<file path="config.mk">
export PLATFORM = sky130hd
export DESIGN_NAME = day_ordinal_to_calendar_date_core
export DESIGN_NICKNAME = d
export VERILOG_FILES = /design/src/design/dotcd_pkg.sv /design/src/design/day_ordinal_to_calendar_date_core.sv /design/src/design/dotcd_tod.sv
export VERILOG_INCLUDE_DIRS = /design/src /design/src/design
export SDC_FILE = /design/constraint.sdc
export NUM_CORES = 2
export LEC_CHECK = 0
export ABC_AREA = 1
export BUFFER_PORTS_ARGS = -buffer_cell sky130_fd_sc_hd__buf_2
export CORE_ASPECT_RATIO = 0.5
export CORE_MARGIN = 2
export CORE_UTILIZATION = 40
export CTS_BUF_LIST = sky130_fd_sc_hd__clkbuf_16
export CTS_CLUSTER_SIZE = 12
export DETAILED_ROUTE_END_ITERATION = 7
export GPL_ROUTABILITY_DRIVEN = 1
export SLEW_MARGIN = 40
export SYNTH_ARGS = -nofsm -noshare
export SYNTH_HDL_FRONTEND = slang
export SYNTH_SLANG_ARGS = --single-unit
</file>
<file path="constraint.sdc">
create_clock -name clock -period 5.38 [get_ports clock]
set_input_delay 0.538 -clock clock [delete_from_list [all_inputs] [get_ports clock]]
set_output_delay 0.538 -clock clock [all_outputs]
set_load 0.1 [all_outputs]
</file>
<file path="src/design/day_ordinal_to_calendar_date_core_defines.svh">
// Assertion macros for the day ordinal to calendar date RTL.
`ifndef DAY_ORDINAL_TO_CALENDAR_DATE_CORE_DEFINES_SVH
`define DAY_ORDINAL_TO_CALENDAR_DATE_CORE_DEFINES_SVH

`ifndef SYNTHESIS

// Clocked check that is ignored while reset is high.
`define DOTCD_ASSERT(label, clk, rst, prop, msg) \
   label: assert property (@(posedge clk) disable iff (rst) prop) else $error(msg);

// Clocked check that also holds across reset.
`define DOTCD_ASSERT_ALWAYS(label, clk, prop, msg) \
   label: assert property (@(posedge clk) prop) else $error(msg);

`else

`define DOTCD_ASSERT(label, clk, rst, prop, msg)

`define DOTCD_ASSERT_ALWAYS(label, clk, prop, msg)

`endif

`endif

</file>
<file path="src/design/dotcd_pkg.sv">
// Shared types, constants and calendar lookup functions for the date converter.
`default_nettype none

package dotcd_pkg;

   // Pipeline depth: one register stage per step of the conversion.
   localparam int NUM_STAGES = 9;

   // Port field widths.
   localparam int DAY_NUMBER_W    = 23;
   localparam int SECOND_OF_DAY_W = 17;
   localparam int YEAR_W          = 15;
   localparam int MONTH_W         = 4;
   localparam int DAY_W           = 5;
   localparam int HOUR_W          = 5;
   localparam int MINUTE_W        = 6;
   localparam int SECOND_W        = 6;

   // Internal widths: zero-based day offset and unsigned year accumulator.
   localparam int OFFSET_W = 22;
   localparam int YACC_W   = 14;

   // Range limits.
   localparam logic [DAY_NUMBER_W-1:0]    MAX_ORDINAL  = 23'd3652059;
   localparam logic [SECOND_OF_DAY_W-1:0] SECS_PER_DAY = 17'd86400;

   // Days in the 400, 100, 4 and 1 year cycles.
   localparam logic [17:0] DAYS_400Y = 18'd146097;
   localparam logic [15:0] DAYS_100Y = 16'd36524;
   localparam logic [10:0] DAYS_4Y   = 11'd1461;
   localparam logic [8:0]  DAYS_1Y   = 9'd365;

   // Years in the long cycles.
   localparam logic [YACC_W-1:0] YEARS_400 = 14'd400;
   localparam logic [YACC_W-1:0] YEARS_100 = 14'd100;
   localparam logic [YACC_W-1:0] YEARS_4   = 14'd4;

   // Time of day divisors.
   localparam logic [11:0] SECS_PER_HOUR = 12'd3600;
   localparam logic [5:0]  SECS_PER_MIN  = 6'd60;

   // Month estimate: (offset + bias) >> shift, then corrected by at most one.
   localparam logic [9:0]  MONTH_EST_BIAS  = 10'd50;
   localparam int          MONTH_EST_SHIFT = 5;
   localparam logic [MONTH_W-1:0] DECEMBER     = 4'd12;
   localparam logic [MONTH_W-1:0] JANUARY      = 4'd1;
   localparam logic [MONTH_W-1:0] FEBRUARY     = 4'd2;
   localparam logic [DAY_W-1:0]   DAYS_IN_DEC  = 5'd31;

   // Rounded-up reciprocals. With shift = input bits + divisor bits the
   // product's upper bits give the exact quotient for every input value.
   localparam int RECIP400_SHIFT = OFFSET_W + 18;
   localparam longint unsigned RECIP400_FULL =
      ((64'd1 << RECIP400_SHIFT) + 64'(DAYS_400Y) - 64'd1) / 64'(DAYS_400Y);
   localparam logic [22:0] RECIP400 = 23'(RECIP400_FULL);

   localparam int RECIP4Y_SHIFT = 16 + 11;
   localparam longint unsigned RECIP4Y_FULL =
      ((64'd1 << RECIP4Y_SHIFT) + 64'(DAYS_4Y) - 64'd1) / 64'(DAYS_4Y);
   localparam logic [16:0] RECIP4Y = 17'(RECIP4Y_FULL);

   localparam int RECIP_HOUR_SHIFT = SECOND_OF_DAY_W + 12;
   localparam longint unsigned RECIP_HOUR_FULL =
      ((64'd1 << RECIP_HOUR_SHIFT) + 64'(SECS_PER_HOUR) - 64'd1) / 64'(SECS_PER_HOUR);
   localparam logic [17:0] RECIP_HOUR = 18'(RECIP_HOUR_FULL);

   localparam int RECIP_MIN_SHIFT = 12 + 6;
   localparam longint unsigned RECIP_MIN_FULL =
      ((64'd1 << RECIP_MIN_SHIFT) + 64'(SECS_PER_MIN) - 64'd1) / 64'(SECS_PER_MIN);
   localparam logic [12:0] RECIP_MIN = 13'(RECIP_MIN_FULL);

   // One load enable per pipeline stage.
   typedef logic [NUM_STAGES-1:0] stage_vec_type;

   // Time of day carried between the time pipeline and the top level.
   typedef struct packed {
      logic [HOUR_W-1:0]   hour;
      logic [MINUTE_W-1:0] minute;
      logic [SECOND_W-1:0] second;
   } tod_type;

   // Days in a common year before the first of the given month.
   function automatic logic [8:0] month_start_day(input logic [MONTH_W-1:0] m);
      logic [8:0] d;
      case (m)
         4'd1:    d = 9'd0;
         4'd2:    d = 9'd31;
         4'd3:    d = 9'd59;
         4'd4:    d = 9'd90;
         4'd5:    d = 9'd120;
         4'd6:    d = 9'd151;
         4'd7:    d = 9'd181;
         4'd8:    d = 9'd212;
         4'd9:    d = 9'd243;
         4'd10:   d = 9'd273;
         4'd11:   d = 9'd304;
         4'd12:   d = 9'd334;
         default: d = 9'd0;
      endcase
      return d;
   endfunction

   // Length of the given month in a common year.
   function automatic logic [8:0] month_length(input logic [MONTH_W-1:0] m);
      logic [8:0] d;
      case (m)
         4'd1:    d = 9'd31;
         4'd2:    d = 9'd28;
         4'd3:    d = 9'd31;
         4'd4:    d = 9'd30;
         4'd5:    d = 9'd31;
         4'd6:    d = 9'd30;
         4'd7:    d = 9'd31;
         4'd8:    d = 9'd31;
         4'd9:    d = 9'd30;
         4'd10:   d = 9'd31;
         4'd11:   d = 9'd30;
         4'd12:   d = 9'd31;
         default: d = 9'd0;
      endcase
      return d;
   endfunction

endpackage

`default_nettype wire

</file>
<file path="src/design/day_ordinal_to_calendar_date_core.sv">
// Top level of the day ordinal to proleptic Gregorian date and time converter.
`default_nettype none
`include "day_ordinal_to_calendar_date_core_defines.svh"

// The block takes one beat per clock when the result side is not stalled, and
// returns one result beat per input beat, in order. A beat passes through
// the nine register stages of the date path in this order: range check
// and offset, a reciprocal multiply and a remainder stage for the 400 year
// cycle, a compare stage for the 100 year cycle, another multiply and
// remainder pair for the 4 year cycle, a compare stage for single years, then
// month estimate and correction. Each stage holds its beat until the next one
// frees, so bubbles close up and input is taken while a finished result waits.
// A zero or out-of-range ordinal, or a second count of 86400 or more, gives
// rsp_invalid high with all other fields zero.
module day_ordinal_to_calendar_date_core (
   input  logic                                        clock,
   input  logic                                        reset,
   input  logic                                        req_valid,
   output logic                                        req_ready,
   input  logic signed [dotcd_pkg::DAY_NUMBER_W-1:0]   req_day_number,
   input  logic [dotcd_pkg::SECOND_OF_DAY_W-1:0]       req_second_of_day,
   output logic                                        rsp_valid,
   input  logic                                        rsp_ready,
   output logic signed [dotcd_pkg::YEAR_W-1:0]         rsp_year,
   output logic [dotcd_pkg::MONTH_W-1:0]               rsp_month,
   output logic [dotcd_pkg::DAY_W-1:0]                 rsp_day,
   output logic [dotcd_pkg::HOUR_W-1:0]                rsp_hour,
   output logic [dotcd_pkg::MINUTE_W-1:0]              rsp_minute,
   output logic [dotcd_pkg::SECOND_W-1:0]              rsp_second,
   output logic                                        rsp_invalid
);
   import dotcd_pkg::*;

   localparam int Prod400W = OFFSET_W + $bits(RECIP400);
   localparam int Prod4yW  = 16 + $bits(RECIP4Y);

   // Control.
   stage_vec_type              vld_ff;
   stage_vec_type              stage_en;

   // Flags carried down the pipe: year sign and invalid input.
   logic [NUM_STAGES-2:0]      neg_ff;
   logic [NUM_STAGES-2:0]      bad_ff;

   // Date path registers, named by the stage that loads them.
   logic [OFFSET_W-1:0]        off0_ff, off1_ff;
   logic [4:0]                 q400_ff;
   logic [17:0]                r1_ff;
   logic [YACC_W-1:0]          year2_ff, year3_ff, year4_ff, year5_ff, year6_ff, year7_ff;
   logic [15:0]                r2_ff, r2b_ff;
   logic                       cent_last3_ff, cent_last4_ff, cent_last5_ff;
   logic                       cent_third3_ff, cent_third4_ff, cent_third5_ff;
   logic [4:0]                 q4_ff;
   logic [10:0]                r3_ff;
   logic                       quad_not24_ff;
   logic [8:0]                 r6_ff, r7_ff;
   logic                       special6_ff, special7_ff;
   logic                       leap6_ff, leap7_ff;
   logic [MONTH_W-1:0]         month7_ff;
   logic [8:0]                 prec7_ff;
   logic signed [YEAR_W-1:0]   year_ff;
   logic [MONTH_W-1:0]         month_ff;
   logic [DAY_W-1:0]           day_ff;
   logic                       inv_ff;
   tod_type                    tod;

   // Next values.
   logic [DAY_NUMBER_W-1:0]    raw;
   logic [DAY_NUMBER_W-1:0]    off_in;
   logic                       bad_in;
   logic [Prod400W-1:0]        prod400;
   logic [4:0]                 q400_in;
   logic [17:0]                r1_in;
   logic [YACC_W-1:0]          year2_in, year3_in, year5_in, year6_in;
   logic [2:0]                 n100;
   logic [15:0]                r2_in;
   logic [Prod4yW-1:0]         prod4y;
   logic [4:0]                 q4_in;
   logic [10:0]                r3_in;
   logic [2:0]                 n1;
   logic [8:0]                 r6_in;
   logic [4:0]                 month_est;
   logic [MONTH_W-1:0]         month7_in;
   logic [8:0]                 prec7_in;
   logic [MONTH_W-1:0]         month_in;
   logic [8:0]                 prec_fix;
   logic [DAY_W-1:0]           day_in;
   logic [YACC_W-1:0]          year_fix;
   logic signed [YEAR_W-1:0]   year_in;

   // Stage enables: a stage moves when it is empty or its successor moves.
   always_comb begin
      stage_en[NUM_STAGES-1] = !vld_ff[NUM_STAGES-1] || rsp_ready;
      for (int i = NUM_STAGES - 2; i >= 0; i--) begin
         stage_en[i] = !vld_ff[i] || stage_en[i+1];
      end
   end

   assign req_ready = stage_en[0];
   assign rsp_valid = vld_ff[NUM_STAGES-1];

   // Valid bits travel with the data.
   always_ff @(posedge clock) begin
      if (reset) begin
         vld_ff <= '0;
      end else begin
         if (stage_en[0]) begin
            vld_ff[0] <= req_valid;
         end
         for (int i = 1; i < NUM_STAGES; i++) begin
            if (stage_en[i]) begin
               vld_ff[i] <= vld_ff[i-1];
            end
         end
      end
   end

   // Stage 0: zero-based offset of the magnitude and the range checks.
   // For a negative ordinal, magnitude minus one is the bitwise complement.
   // A zero ordinal wraps to all ones and fails the same range check.
   always_comb begin
      raw    = DAY_NUMBER_W'(req_day_number);
      off_in = raw[DAY_NUMBER_W-1] ? ~raw : raw - DAY_NUMBER_W'(1);
      bad_in = (off_in >= MAX_ORDINAL) || (req_second_of_day >= SECS_PER_DAY);
   end

   // Stages 1 to 3: 400 year cycles by reciprocal, then 100 year cycles by compare.
   always_comb begin
      prod400  = Prod400W'(off0_ff) * Prod400W'(RECIP400);
      q400_in  = prod400[RECIP400_SHIFT +: 5];
      r1_in    = 18'(off1_ff - OFFSET_W'(q400_ff) * OFFSET_W'(DAYS_400Y));
      year2_in = YACC_W'(q400_ff) * YEARS_400;
      n100     = 3'd0;
      for (int k = 1; k <= 4; k++) begin
         if (r1_ff >= 18'(k) * 18'(DAYS_100Y)) begin
            n100 = 3'(k);
         end
      end
      r2_in    = 16'(r1_ff - 18'(n100) * 18'(DAYS_100Y));
      year3_in = year2_ff + YACC_W'(n100) * YEARS_100;
   end

   // Stages 4 to 6: 4 year cycles by reciprocal, then single years by compare.
   always_comb begin
      prod4y   = Prod4yW'(r2_ff) * Prod4yW'(RECIP4Y);
      q4_in    = prod4y[RECIP4Y_SHIFT +: 5];
      r3_in    = 11'(r2b_ff - 16'(q4_ff) * 16'(DAYS_4Y));
      year5_in = year4_ff + YACC_W'(q4_ff) * YEARS_4;
      n1       = 3'd0;
      for (int k = 1; k <= 4; k++) begin
         if (r3_ff >= 11'(k) * 11'(DAYS_1Y)) begin
            n1 = 3'(k);
         end
      end
      r6_in    = 9'(r3_ff - 11'(n1) * 11'(DAYS_1Y));
      year6_in = year5_ff + YACC_W'(n1) + YACC_W'(1);
   end

   // Stage 7: month estimate from the day of year, clamped to a real month.
   always_comb begin
      month_est = 5'((10'(r6_ff) + MONTH_EST_BIAS) >> MONTH_EST_SHIFT);
      if (month_est > 5'(DECEMBER)) begin
         month7_in = DECEMBER;
      end else if (month_est < 5'(JANUARY)) begin
         month7_in = JANUARY;
      end else begin
         month7_in = MONTH_W'(month_est);
      end
      prec7_in = month_start_day(month7_in) +
                 9'((month7_in > FEBRUARY) && leap6_ff);
   end

   // Stage 8: step the month back when the estimate overshoots, then the
   // last day of a leap cycle, the year sign and the invalid case.
   always_comb begin
      month_in = month7_ff;
      prec_fix = prec7_ff;
      if ((prec7_ff > r7_ff) && (month7_ff > JANUARY)) begin
         month_in = month7_ff - MONTH_W'(1);
         prec_fix = prec7_ff - month_length(month_in) -
                    9'((month_in == FEBRUARY) && leap7_ff);
      end
      day_in   = DAY_W'(r7_ff - prec_fix + 9'd1);
      year_fix = year7_ff;
      if (special7_ff) begin
         year_fix = year7_ff - YACC_W'(1);
         month_in = DECEMBER;
         day_in   = DAYS_IN_DEC;
      end
      year_in = neg_ff[NUM_STAGES-2] ? -YEAR_W'(year_fix) : YEAR_W'(year_fix);
      if (bad_ff[NUM_STAGES-2]) begin
         year_in  = '0;
         month_in = '0;
         day_in   = '0;
      end
   end

   // Date path stage registers.
   always_ff @(posedge clock) begin
      if (stage_en[0]) begin
         off0_ff   <= off_in[OFFSET_W-1:0];
         neg_ff[0] <= raw[DAY_NUMBER_W-1];
         bad_ff[0] <= bad_in;
      end
      for (int i = 1; i < NUM_STAGES - 1; i++) begin
         if (stage_en[i]) begin
            neg_ff[i] <= neg_ff[i-1];
         end
      end
      for (int i = 1; i < NUM_STAGES - 1; i++) begin
         if (stage_en[i]) begin
            bad_ff[i] <= bad_ff[i-1];
         end
      end
      if (stage_en[1]) begin
         off1_ff <= off0_ff;
         q400_ff <= q400_in;
      end
      if (stage_en[2]) begin
         r1_ff    <= r1_in;
         year2_ff <= year2_in;
      end
      if (stage_en[3]) begin
         r2_ff          <= r2_in;
         year3_ff       <= year3_in;
         cent_last3_ff  <= (n100 == 3'd4);
         cent_third3_ff <= (n100 == 3'd3);
      end
      if (stage_en[4]) begin
         q4_ff          <= q4_in;
         r2b_ff         <= r2_ff;
         year4_ff       <= year3_ff;
         cent_last4_ff  <= cent_last3_ff;
         cent_third4_ff <= cent_third3_ff;
      end
      if (stage_en[5]) begin
         r3_ff          <= r3_in;
         year5_ff       <= year5_in;
         quad_not24_ff  <= (q4_ff != 5'd24);
         cent_last5_ff  <= cent_last4_ff;
         cent_third5_ff <= cent_third4_ff;
      end
      if (stage_en[6]) begin
         r6_ff       <= r6_in;
         year6_ff    <= year6_in;
         special6_ff <= (n1 == 3'd4) || cent_last5_ff;
         leap6_ff    <= (n1 == 3'd3) && (quad_not24_ff || cent_third5_ff);
      end
      if (stage_en[7]) begin
         r7_ff       <= r6_ff;
         year7_ff    <= year6_ff;
         special7_ff <= special6_ff;
         leap7_ff    <= leap6_ff;
         month7_ff   <= month7_in;
         prec7_ff    <= prec7_in;
      end
      if (stage_en[NUM_STAGES-1]) begin
         year_ff  <= year_in;
         month_ff <= month_in;
         day_ff   <= day_in;
         inv_ff   <= bad_ff[NUM_STAGES-2];
      end
   end

   // Time of day runs alongside on the same stage enables.
   dotcd_tod u_tod (
      .clock         (clock),
      .stage_en      (stage_en),
      .second_of_day (req_second_of_day),
      .clear_result  (bad_ff[NUM_STAGES-2]),
      .tod           (tod)
   );

   assign rsp_year    = year_ff;
   assign rsp_month   = month_ff;
   assign rsp_day     = day_ff;
   assign rsp_hour    = tod.hour;
   assign rsp_minute  = tod.minute;
   assign rsp_second  = tod.second;
   assign rsp_invalid = inv_ff;

   // An empty pipe always takes a beat.
   `DOTCD_ASSERT(a_empty_takes_beat, clock, reset, (vld_ff == '0) |-> req_ready, "empty pipeline not ready")
   // A good result carries a real calendar date.
   `DOTCD_ASSERT(a_date_in_range, clock, reset, (rsp_valid && !rsp_invalid) |-> ((rsp_month >= JANUARY) && (rsp_month <= DECEMBER) && (rsp_day >= 5'd1) && (rsp_day <= DAYS_IN_DEC)), "month or day out of range")
   // A good result carries a real time of day.
   `DOTCD_ASSERT(a_time_in_range, clock, reset, (rsp_valid && !rsp_invalid) |-> ((rsp_hour <= 5'd23) && (rsp_minute <= 6'd59) && (rsp_second <= 6'd59)), "time of day out of range")
   // An invalid result has every other field cleared.
   `DOTCD_ASSERT(a_invalid_zero, clock, reset, (rsp_valid && rsp_invalid) |-> ((rsp_year == '0) && (rsp_month == '0) && (rsp_day == '0) && (tod == '0)), "invalid result with nonzero fields")
   // Reset empties the pipe.
   `DOTCD_ASSERT_ALWAYS(a_reset_empties, clock, reset |=> !rsp_valid, "result valid after reset")

endmodule

`default_nettype wire

</file>
<file path="src/design/dotcd_tod.sv">
// Time of day pipeline: splits a second count into hour, minute and second.
`default_nettype none

module dotcd_tod (
   input  logic                                  clock,
   input  dotcd_pkg::stage_vec_type              stage_en,
   input  logic [dotcd_pkg::SECOND_OF_DAY_W-1:0] second_of_day,
   input  logic                                  clear_result,
   output dotcd_pkg::tod_type                    tod
);
   import dotcd_pkg::*;

   localparam int HourProdW = SECOND_OF_DAY_W + $bits(RECIP_HOUR);
   localparam int MinProdW  = $bits(SECS_PER_HOUR) + $bits(RECIP_MIN);

   logic [SECOND_OF_DAY_W-1:0] secs0_ff, secs1_ff;
   logic [HOUR_W-1:0]          hour1_ff, hour2_ff, hour3_ff;
   logic [11:0]                rem2_ff, rem3_ff;
   logic [MINUTE_W-1:0]        min3_ff;
   tod_type                    dly_ff [4:7];
   tod_type                    out_ff;

   logic [HourProdW-1:0]       hour_prod;
   logic [HOUR_W-1:0]          hour1_in;
   logic [11:0]                rem2_in;
   logic [MinProdW-1:0]        min_prod;
   logic [MINUTE_W-1:0]        min3_in;
   tod_type                    tod4_in;

   // Quotients by reciprocal multiply, remainders by multiply and subtract.
   always_comb begin
      hour_prod = HourProdW'(secs0_ff) * HourProdW'(RECIP_HOUR);
      hour1_in  = hour_prod[RECIP_HOUR_SHIFT +: HOUR_W];
      rem2_in   = 12'(secs1_ff - SECOND_OF_DAY_W'(hour1_ff) * SECOND_OF_DAY_W'(SECS_PER_HOUR));
      min_prod  = MinProdW'(rem2_ff) * MinProdW'(RECIP_MIN);
      min3_in   = min_prod[RECIP_MIN_SHIFT +: MINUTE_W];
      tod4_in.hour   = hour3_ff;
      tod4_in.minute = min3_ff;
      tod4_in.second = SECOND_W'(rem3_ff - 12'(min3_ff) * 12'(SECS_PER_MIN));
   end

   // Stage registers; each stage moves when its enable is high.
   always_ff @(posedge clock) begin
      if (stage_en[0]) begin
         secs0_ff <= second_of_day;
      end
      if (stage_en[1]) begin
         secs1_ff <= secs0_ff;
         hour1_ff <= hour1_in;
      end
      if (stage_en[2]) begin
         rem2_ff  <= rem2_in;
         hour2_ff <= hour1_ff;
      end
      if (stage_en[3]) begin
         rem3_ff  <= rem2_ff;
         hour3_ff <= hour2_ff;
         min3_ff  <= min3_in;
      end
      if (stage_en[4]) begin
         dly_ff[4] <= tod4_in;
      end
      for (int i = 5; i <= 7; i++) begin
         if (stage_en[i]) begin
            dly_ff[i] <= dly_ff[i-1];
         end
      end
      if (stage_en[NUM_STAGES-1]) begin
         out_ff <= clear_result ? '0 : dly_ff[7];
      end
   end

   assign tod = out_ff;

endmodule

`default_nettype wire
</file>
==> Word level (Yosys, flattened, before mapping) <==
Memories as Yosys holds them, arrays and structs flattened. A register that Yosys moved wholly into a read port is not among the register bits.
Index checks and enable logic that the tools add are counted.
{ "word_totals": {"mem_count": 3, "reg_bits": 346, "rom_bits": 224, "out_inout_bits": 44, "input_bits": 44, "word_cells": 179, "ramBits": 68} }
{ "mem_list": {"columns": ["name", "depth", "width", "rd", "rd_clocked_by_memory_dff", "write_ports", "line", "rtl"], "rows": [
  ["(no name shown)", 16, 9, 1, 0, 0, "dotcd_pkg.sv:85", "case (m)"],
  ["(no name shown)", 16, 5, 1, 0, 0, "dotcd_pkg.sv:106", "case (m)"],
  ["u_tod.dly_ff", 4, 17, 4, 1, 4, "dotcd_tod.sv:20", "tod_type dly_ff [4:7];"]
]} }
{ "op_classes": {"magnitude_cmp": 15, "mul": 12, "bitwise_logic": 2, "n_mux": 26, "n_addsub": 20, "n_reduce_logical": 27, "n_eq_ne": 6} }
{ "ops": {"columns": ["cell", "count"], "rows": [
  ["22-bit by 22-bit multiplier with 44-bit output (second input constant)", 1],
  ["18-bit by 17-bit greater-or-equal comparator with 1-bit output (second input constant)", 2],
  ["17-bit by 18-bit multiplier with 34-bit output (second input constant)", 1],
  ["16-bit by 15-bit multiplier with 30-bit output (second input constant)", 1],
  ["14-bit 2-to-1 mux", 2],
  ["23-bit by 22-bit greater-or-equal comparator with 1-bit output (second input constant)", 1],
  ["12-bit by 12-bit multiplier with 23-bit output (second input constant)", 1],
  ["23-bit 2-to-1 mux", 1],
  ["23-bit inverter", 1],
  ["23-bit by 1-bit subtractor with 23-bit output (second input constant)", 1],
  ["11-bit greater-or-equal comparator (second input constant)", 2],
  ["18-bit by 16-bit greater-or-equal comparator with 1-bit output (second input constant)", 1],
  ["18-bit greater-or-equal comparator (second input constant)", 1],
  ["5-bit by 18-bit multiplier with 18-bit output (second input constant)", 1],
  ["3-bit 2-to-1 mux", 6],
  ["18-bit subtractor", 1],
  ["17-bit greater-or-equal comparator (second input constant)", 1],
  ["4-bit 2-to-1 mux", 4],
  ["16-bit subtractor", 1],
  ["5-bit 2-to-1 mux", 3],
  ["14-bit negator with 15-bit output", 1],
  ["14-bit by 1-bit adder with 14-bit output (second input constant)", 1],
  ["14-bit by 10-bit adder with 14-bit output", 1],
  ["14-bit by 3-bit adder with 14-bit output", 1],
  ["other kinds (36)", 71]
]} }

==> Longest topological paths before layout <==
{ "logic_depth": {"ltp_word": 10, "depth_mapped": 25, "mapped_depth_nobuf": 25} }

==> Cells and area by module <==
Synthesis repeated with hierarchy kept, for this count alone.
{ "hier_totals": {"cells_unflattened": 4220, "hier_area_um2": 41929.0} }
{ "modules_own_cells": {"columns": ["module", "n_inst", "area_each_um2", "cells_per_inst"], "rows": [
  ["day_ordinal_to_calendar_date_core", 1, 30231.5, 3138],
  ["dotcd_tod", 1, 11697.5, 1082]
]} }

==> Worst setup path after synthesis <==
OpenSTA, ideal clock, no wires.
{ "synth_timing": {"path_type": "register to output", "start": "register vld_ff[8]", "end": "output port req_ready", "arrival_ns": 5.701, "n_path_buf": 0, "slack_ns": -0.859, "stages_incl_launch_ff": 14, "cell_sequence": "dfxtp_1 inv_1 nor2_1 inv_2 nor2_1 inv_1 nor2_1 inv_2 nor2_4 nand2_2 nor2_2 nand2_2 nor2_4 nand2_2"} }
{ "synth_via": {"elab_chain_len": 10} }
{ "synth_lines": {"columns": ["item", "line", "rtl"], "rows": [
  ["from (decl)", "day_ordinal_to_calendar_date_core.sv:38", "stage_vec_type vld_ff;"],
  ["from (signal, indexed assignment)", "day_ordinal_to_calendar_date_core.sv:112", "vld_ff[i] <= vld_ff[i-1];"],
  ["1-bit logical NOT", "day_ordinal_to_calendar_date_core.sv:93", "stage_en[NUM_STAGES-1] = !vld_ff[NUM_STAGES-1] || rsp_ready;"],
  ["1-bit logical OR", "day_ordinal_to_calendar_date_core.sv:93", null],
  ["via stage_en[8]", "day_ordinal_to_calendar_date_core.sv:39", "stage_vec_type stage_en;"],
  ["1-bit logical OR", "day_ordinal_to_calendar_date_core.sv:95", "stage_en[i] = !vld_ff[i] || stage_en[i+1];"],
  ["via stage_en[7]", "day_ordinal_to_calendar_date_core.sv:39", null],
  ["1-bit logical OR", "day_ordinal_to_calendar_date_core.sv:95", null],
  ["via stage_en[6]", "day_ordinal_to_calendar_date_core.sv:39", null],
  ["1-bit logical OR (2 in series)", "day_ordinal_to_calendar_date_core.sv:95", null],
  ["via stage_en[4]", "day_ordinal_to_calendar_date_core.sv:39", null],
  ["1-bit logical OR (2 in series)", "day_ordinal_to_calendar_date_core.sv:95", null],
  ["via stage_en[2]", "day_ordinal_to_calendar_date_core.sv:39", null],
  ["1-bit logical OR (2 in series)", "day_ordinal_to_calendar_date_core.sv:95", null],
  ["to (decl)", "day_ordinal_to_calendar_date_core.sv:19", "output logic req_ready,"]
]} }
The timed path passes the listed nets, and every way through them passes these cells.

==> Final worst setup path <==
{ "layout_timing": {"start": "register off0_ff[9]", "end": "register q400_ff[2], data pin"} }
{ "layout_via": {"elab_chain_len": 1} }
{ "layout_lines": {"columns": ["item", "line", "rtl"], "rows": [
  ["from (decl)", "day_ordinal_to_calendar_date_core.sv:46", "logic [OFFSET_W-1:0] off0_ff, off1_ff;"],
  ["from (signal assigned)", "day_ordinal_to_calendar_date_core.sv:201", "off0_ff <= off_in[OFFSET_W-1:0];"],
  ["22-bit by 22-bit multiplier with 44-bit output", "day_ordinal_to_calendar_date_core.sv:129", "prod400 = Prod400W'(off0_ff) * Prod400W'(RECIP400);"],
  ["via prod400[42]", "day_ordinal_to_calendar_date_core.sv:71", "logic [Prod400W-1:0] prod400;"],
  ["to (signal assigned)", "day_ordinal_to_calendar_date_core.sv:217", "q400_ff <= q400_in;"],
  ["to (decl)", "day_ordinal_to_calendar_date_core.sv:47", "logic [4:0] q400_ff;"]
]} }
The timed path passes the listed nets, and every way through them passes these cells.
A chain may end at the register's enable or synchronous reset.

==> impl_metrics.yaml <==
setup_path:
  slowest_stage: "fa_2"
  critPathKind: "reg2reg"
  cp.required_ns: 5.71
  crit_path_cell_trace: "buf_4 > fa_1 > fa_1 > inv_1 > fa_2 > fa_1 > fa_1 > inv_1 > fa_1 > ha_2 > ha_4 > nand2_1 > nor2_2 > inv_2 > nor4_4 > o21ai_0 > nand3_1 > xor2_1"
  rr_worst_depth: 18
  worstReg2RegStart: "off0_ff[9]$_DFFE_PP_"
  startpoint_type: "flop"
  cp_common_cell: "fa_1"
  path_max_fanout: 4
  cpPeakStageDelay_ns: 0.56
  endpoint_kind: "flop"
  cp_data_arrival_time_ns: 5.89
  rrSetupSlack_ns: -0.17
  r2r-end: "q400_ff[2]$_DFFE_PP_"
run_status:
  violations: "setup timing"
  status: "finished with violations"
worst_hold_path:
  worst_hold_startpoint: "req_second_of_day[0]"
  hold_end: "u_tod.secs0_ff[0]$_DFFE_PP_"
  hold_path.class: "in2reg"
  whs_path_depth: 1
timing:
  setup_viol: 5
  clock.fmax_mhz: 180
  skew_ns: 0.0230
  slew_headroom_pct: 49.7
  finalCritPeriodShare_pct: 103
  slew_violations: 0
  finalHoldViolCount: 0
  worstMarginPinSlew_ns: 0.755
  post-route-min-period_ns: 5.55
  rsz0062_at_grt: "yes"
  finalWorstSetupSlack_ns: -0.173
routing:
  drt_first_pass_iters: 5
  drc_errors: 0
  via_per_inst: 4.80
  vias: 27471
  first_iter_violations: 1318
  routed_wl_um: 88200
  avgRoutedWirePerCell_um: 15.4
  ant_nets: 0
synthesis:
  yosysSeqAreaShare_pct: 30.7
  yosysUniqueCellTypes: 57
  async_reset_ff_share_pct: 0
  syn_area_mm2: 0.0412
  synth_cells: 4027
  synth_warnings: 0
  syn_avg_cell_area_um2: 10.2
  ys_seq_elements: 425
  synth_edf_count: 416
  ys.flop_type: "edfxtp_1"
global_routing:
  grt_usage_pct: 17.1
  first_global_vias: 28343
  grt_pass1_wl_um: 146000
  antenna_found_initial: 3
  grt_overflow: 0
  grt_max_degree: 59
die:
  initial_core_util_pct: 40.3
  die_area_mm2: 0.106
  coreArea_mm2: 0.102
  die_h_um: 231
  die_w_um: 458
  num_rows: 83
  num_io_pins: 88
clocking:
  clk_latency_ns: 0.61
  clock_path_buffers: 3
  numCtsBuffers: 46
  cts_sinks: 425
  cts-root-buf: "clkbuf_16"
  cts.clk_slew.worst_paths_ns: 0.06
  ctsHtreeMaxLevel: 2
  cts_tree: "done"
  hold_buffers: 0
place:
  gp_congestion: 0.880
  hpwl_um: 74900
  port_buffers: 87
flow_run:
  cap_viol_max_count: 0
finish:
  layout.nets: 5493
  mostFrequentLayoutCells: "inv_1, ha_1, nand2_1, edfxtp_1, fa_1"
  final_common_cell: "inv_1"
  layout-drive-gt1-share_pct: 11.5
  area_growth_pct: 13.1
  post-route-util_pct: 45.6
-- worst max-delay path by stage --
stage | start | cells after the start | end | slack (ns)
2_1_floorplan | off0_ff[7]$_DFFE_PP_ | 19 | q400_ff[0]$_DFFE_PP_ | -0.02
3_3_place_gp | off0_ff[12]$_DFFE_PP_ | 19 | q400_ff[3]$_DFFE_PP_ | -0.30
3_5_place_dp | off0_ff[6]$_DFFE_PP_ | 21 | q400_ff[1]$_DFFE_PP_ | -0.28
4_1_cts | off0_ff[1]$_DFFE_PP_ | 20 | q400_ff[2]$_DFFE_PP_ | -0.14
5_1_grt | off0_ff[9]$_DFFE_PP_ | 18 | q400_ff[2]$_DFFE_PP_ | -0.36
6_report | off0_ff[9]$_DFFE_PP_ | 18 | q400_ff[2]$_DFFE_PP_ | -0.17
-- sequential cells by signal (all words and copies together), names as in the netlist, 14 cells and up --
| signal | cells |
|---|---|
| u_tod.secs0_ff | 17 |
| r2_ff | 16 |
| u_tod.dly_ff | 68 |
| year6_ff | 14 |
| year7_ff | 14 |
| off0_ff | 22 |
| off1_ff | 18 |
| rsp_year | 15 |
| u_tod.tod | 17 |
| r1_ff | 18 |
-- through the flow --
| step | setup TNS, ns | hold WS (ns) | cells | worst slack (ns) | cell area (um^2) |
|---|---|---|---|---|---|
| floorplan | -0.0174 | 0.400 | 4030 | -0.0174 | 41400 |
| global placement | -0.950 | 0.402 | 5618 | -0.295 | 44600 |
| detailed placement | -1.15 | 0.405 | 5618 | -0.277 | 44700 |
| CTS | -0.617 | 0.0742 | 5703 | -0.143 | 46300 |
| global route | -1.73 | 0.0877 | 5724 | -0.358 | 46700 |
| finish | -0.667 | 0.119 | 5724 | -0.173 | 46700 |
-- worst max-delay path: cells and delay by family, from the launching register on --
family | cells | cell delay, ns
AOI/OAI and AO/OA | 1 | 0.14
adders and majority gates | 8 | 3.65
xor gates and xnor gates | 1 | 0.07
and+or+nand+nor | 4 | 0.63
DFF | 1 | 0.43
buffers and inverters | 4 | 0.37
-- layer usage --
metal | global-route usage (%) | wire length [um] | up-vias
met3 | 2.21 | 2960 | 97
met2 | 28.8 | 41400 | 347
met5 | 0 | 0 | -
li1 | - | - | 13714
met4 | 3.31 | 1630 | 0
met1 | 23.9 | 42300 | 13313
-- synthesized netlist by cell type (7+ instances only) --
| master | instances | share of area [%] |
|---|---|---|
| nand4_1 | 36 | 0.55 |
| nor2_2 | 12 | 0.18 |
| nand2_1 | 473 | 4.3 |
| nand2_2 | 23 | 0.35 |
| xor2_1 | 102 | 2.2 |
| nand3_2 | 7 | 0.17 |
| nor3_1 | 27 | 0.33 |
| nor4_1 | 12 | 0.18 |
| edfxtp_1 | 416 | 30 |
| o21bai_1 | 14 | 0.25 |
| nand3_1 | 118 | 1.4 |
| a21oi_1 | 209 | 2.5 |
| o21ai_1 | 11 | 0.13 |
| nor2_1 | 201 | 1.8 |
| o211ai_1 | 12 | 0.22 |
| nor2_4 | 7 | 0.19 |
| o21a_1 | 9 | 0.16 |
| xnor2_1 | 57 | 1.2 |
| dfxtp_1 | 9 | 0.44 |
| nand3b_1 | 15 | 0.27 |
| fa_1 | 400 | 19 |
| inv_2 | 13 | 0.12 |
| a31oi_1 | 8 | 0.12 |
| ha_1 | 721 | 22 |
| a21o_1 | 23 | 0.42 |
| inv_1 | 932 | 8.5 |
| o21ai_0 | 101 | 1.2 |
-- kinds of logic (layout without fill, tap and decap cells) --
| kind of cell | after synthesis | in the layout | synth area share [%] |
|---|---|---|---|
| AND/OR/NAND/NOR | 943 | 943 | 10.1 |
| flip-flops | 425 | 425 | 30.7 |
| XOR/XNOR | 162 | 162 | 3.51 |
| AO/OA/AOI/OAI | 415 | 415 | 5.62 |
| adder cells (fa/ha/maj) | 1121 | 1121 | 41.3 |
| buffers and inverters | 958 | 1291 | 8.77 |
| other | 2 | 6 | 0.0182 |
| multiplexers | 1 | 1 | 0.0243 |
-- area by class of cell --
cell class	count	area [um^2]
fill	9591	55700
multi-input combinational	2647	25500
antenna	1	2.50
clock buffer	46	1150
inverter	946	3570
tap	1360	1700
timing repair buffer	262	1760
sequential	425	12700
clock inverter	37	302
-- timing repair --
action / CTS / global route
setup endpoints to repair: 6 / 12
resized for setup: 35 / 49
setup buffers: 2 / 20
pin swaps: 21 / 34
hold endpoints to repair: 0 / 0
Power is left out: the tool's default activity adds up to more than one toggle a clock period on the data nets, which glitch-free logic cannot reach.
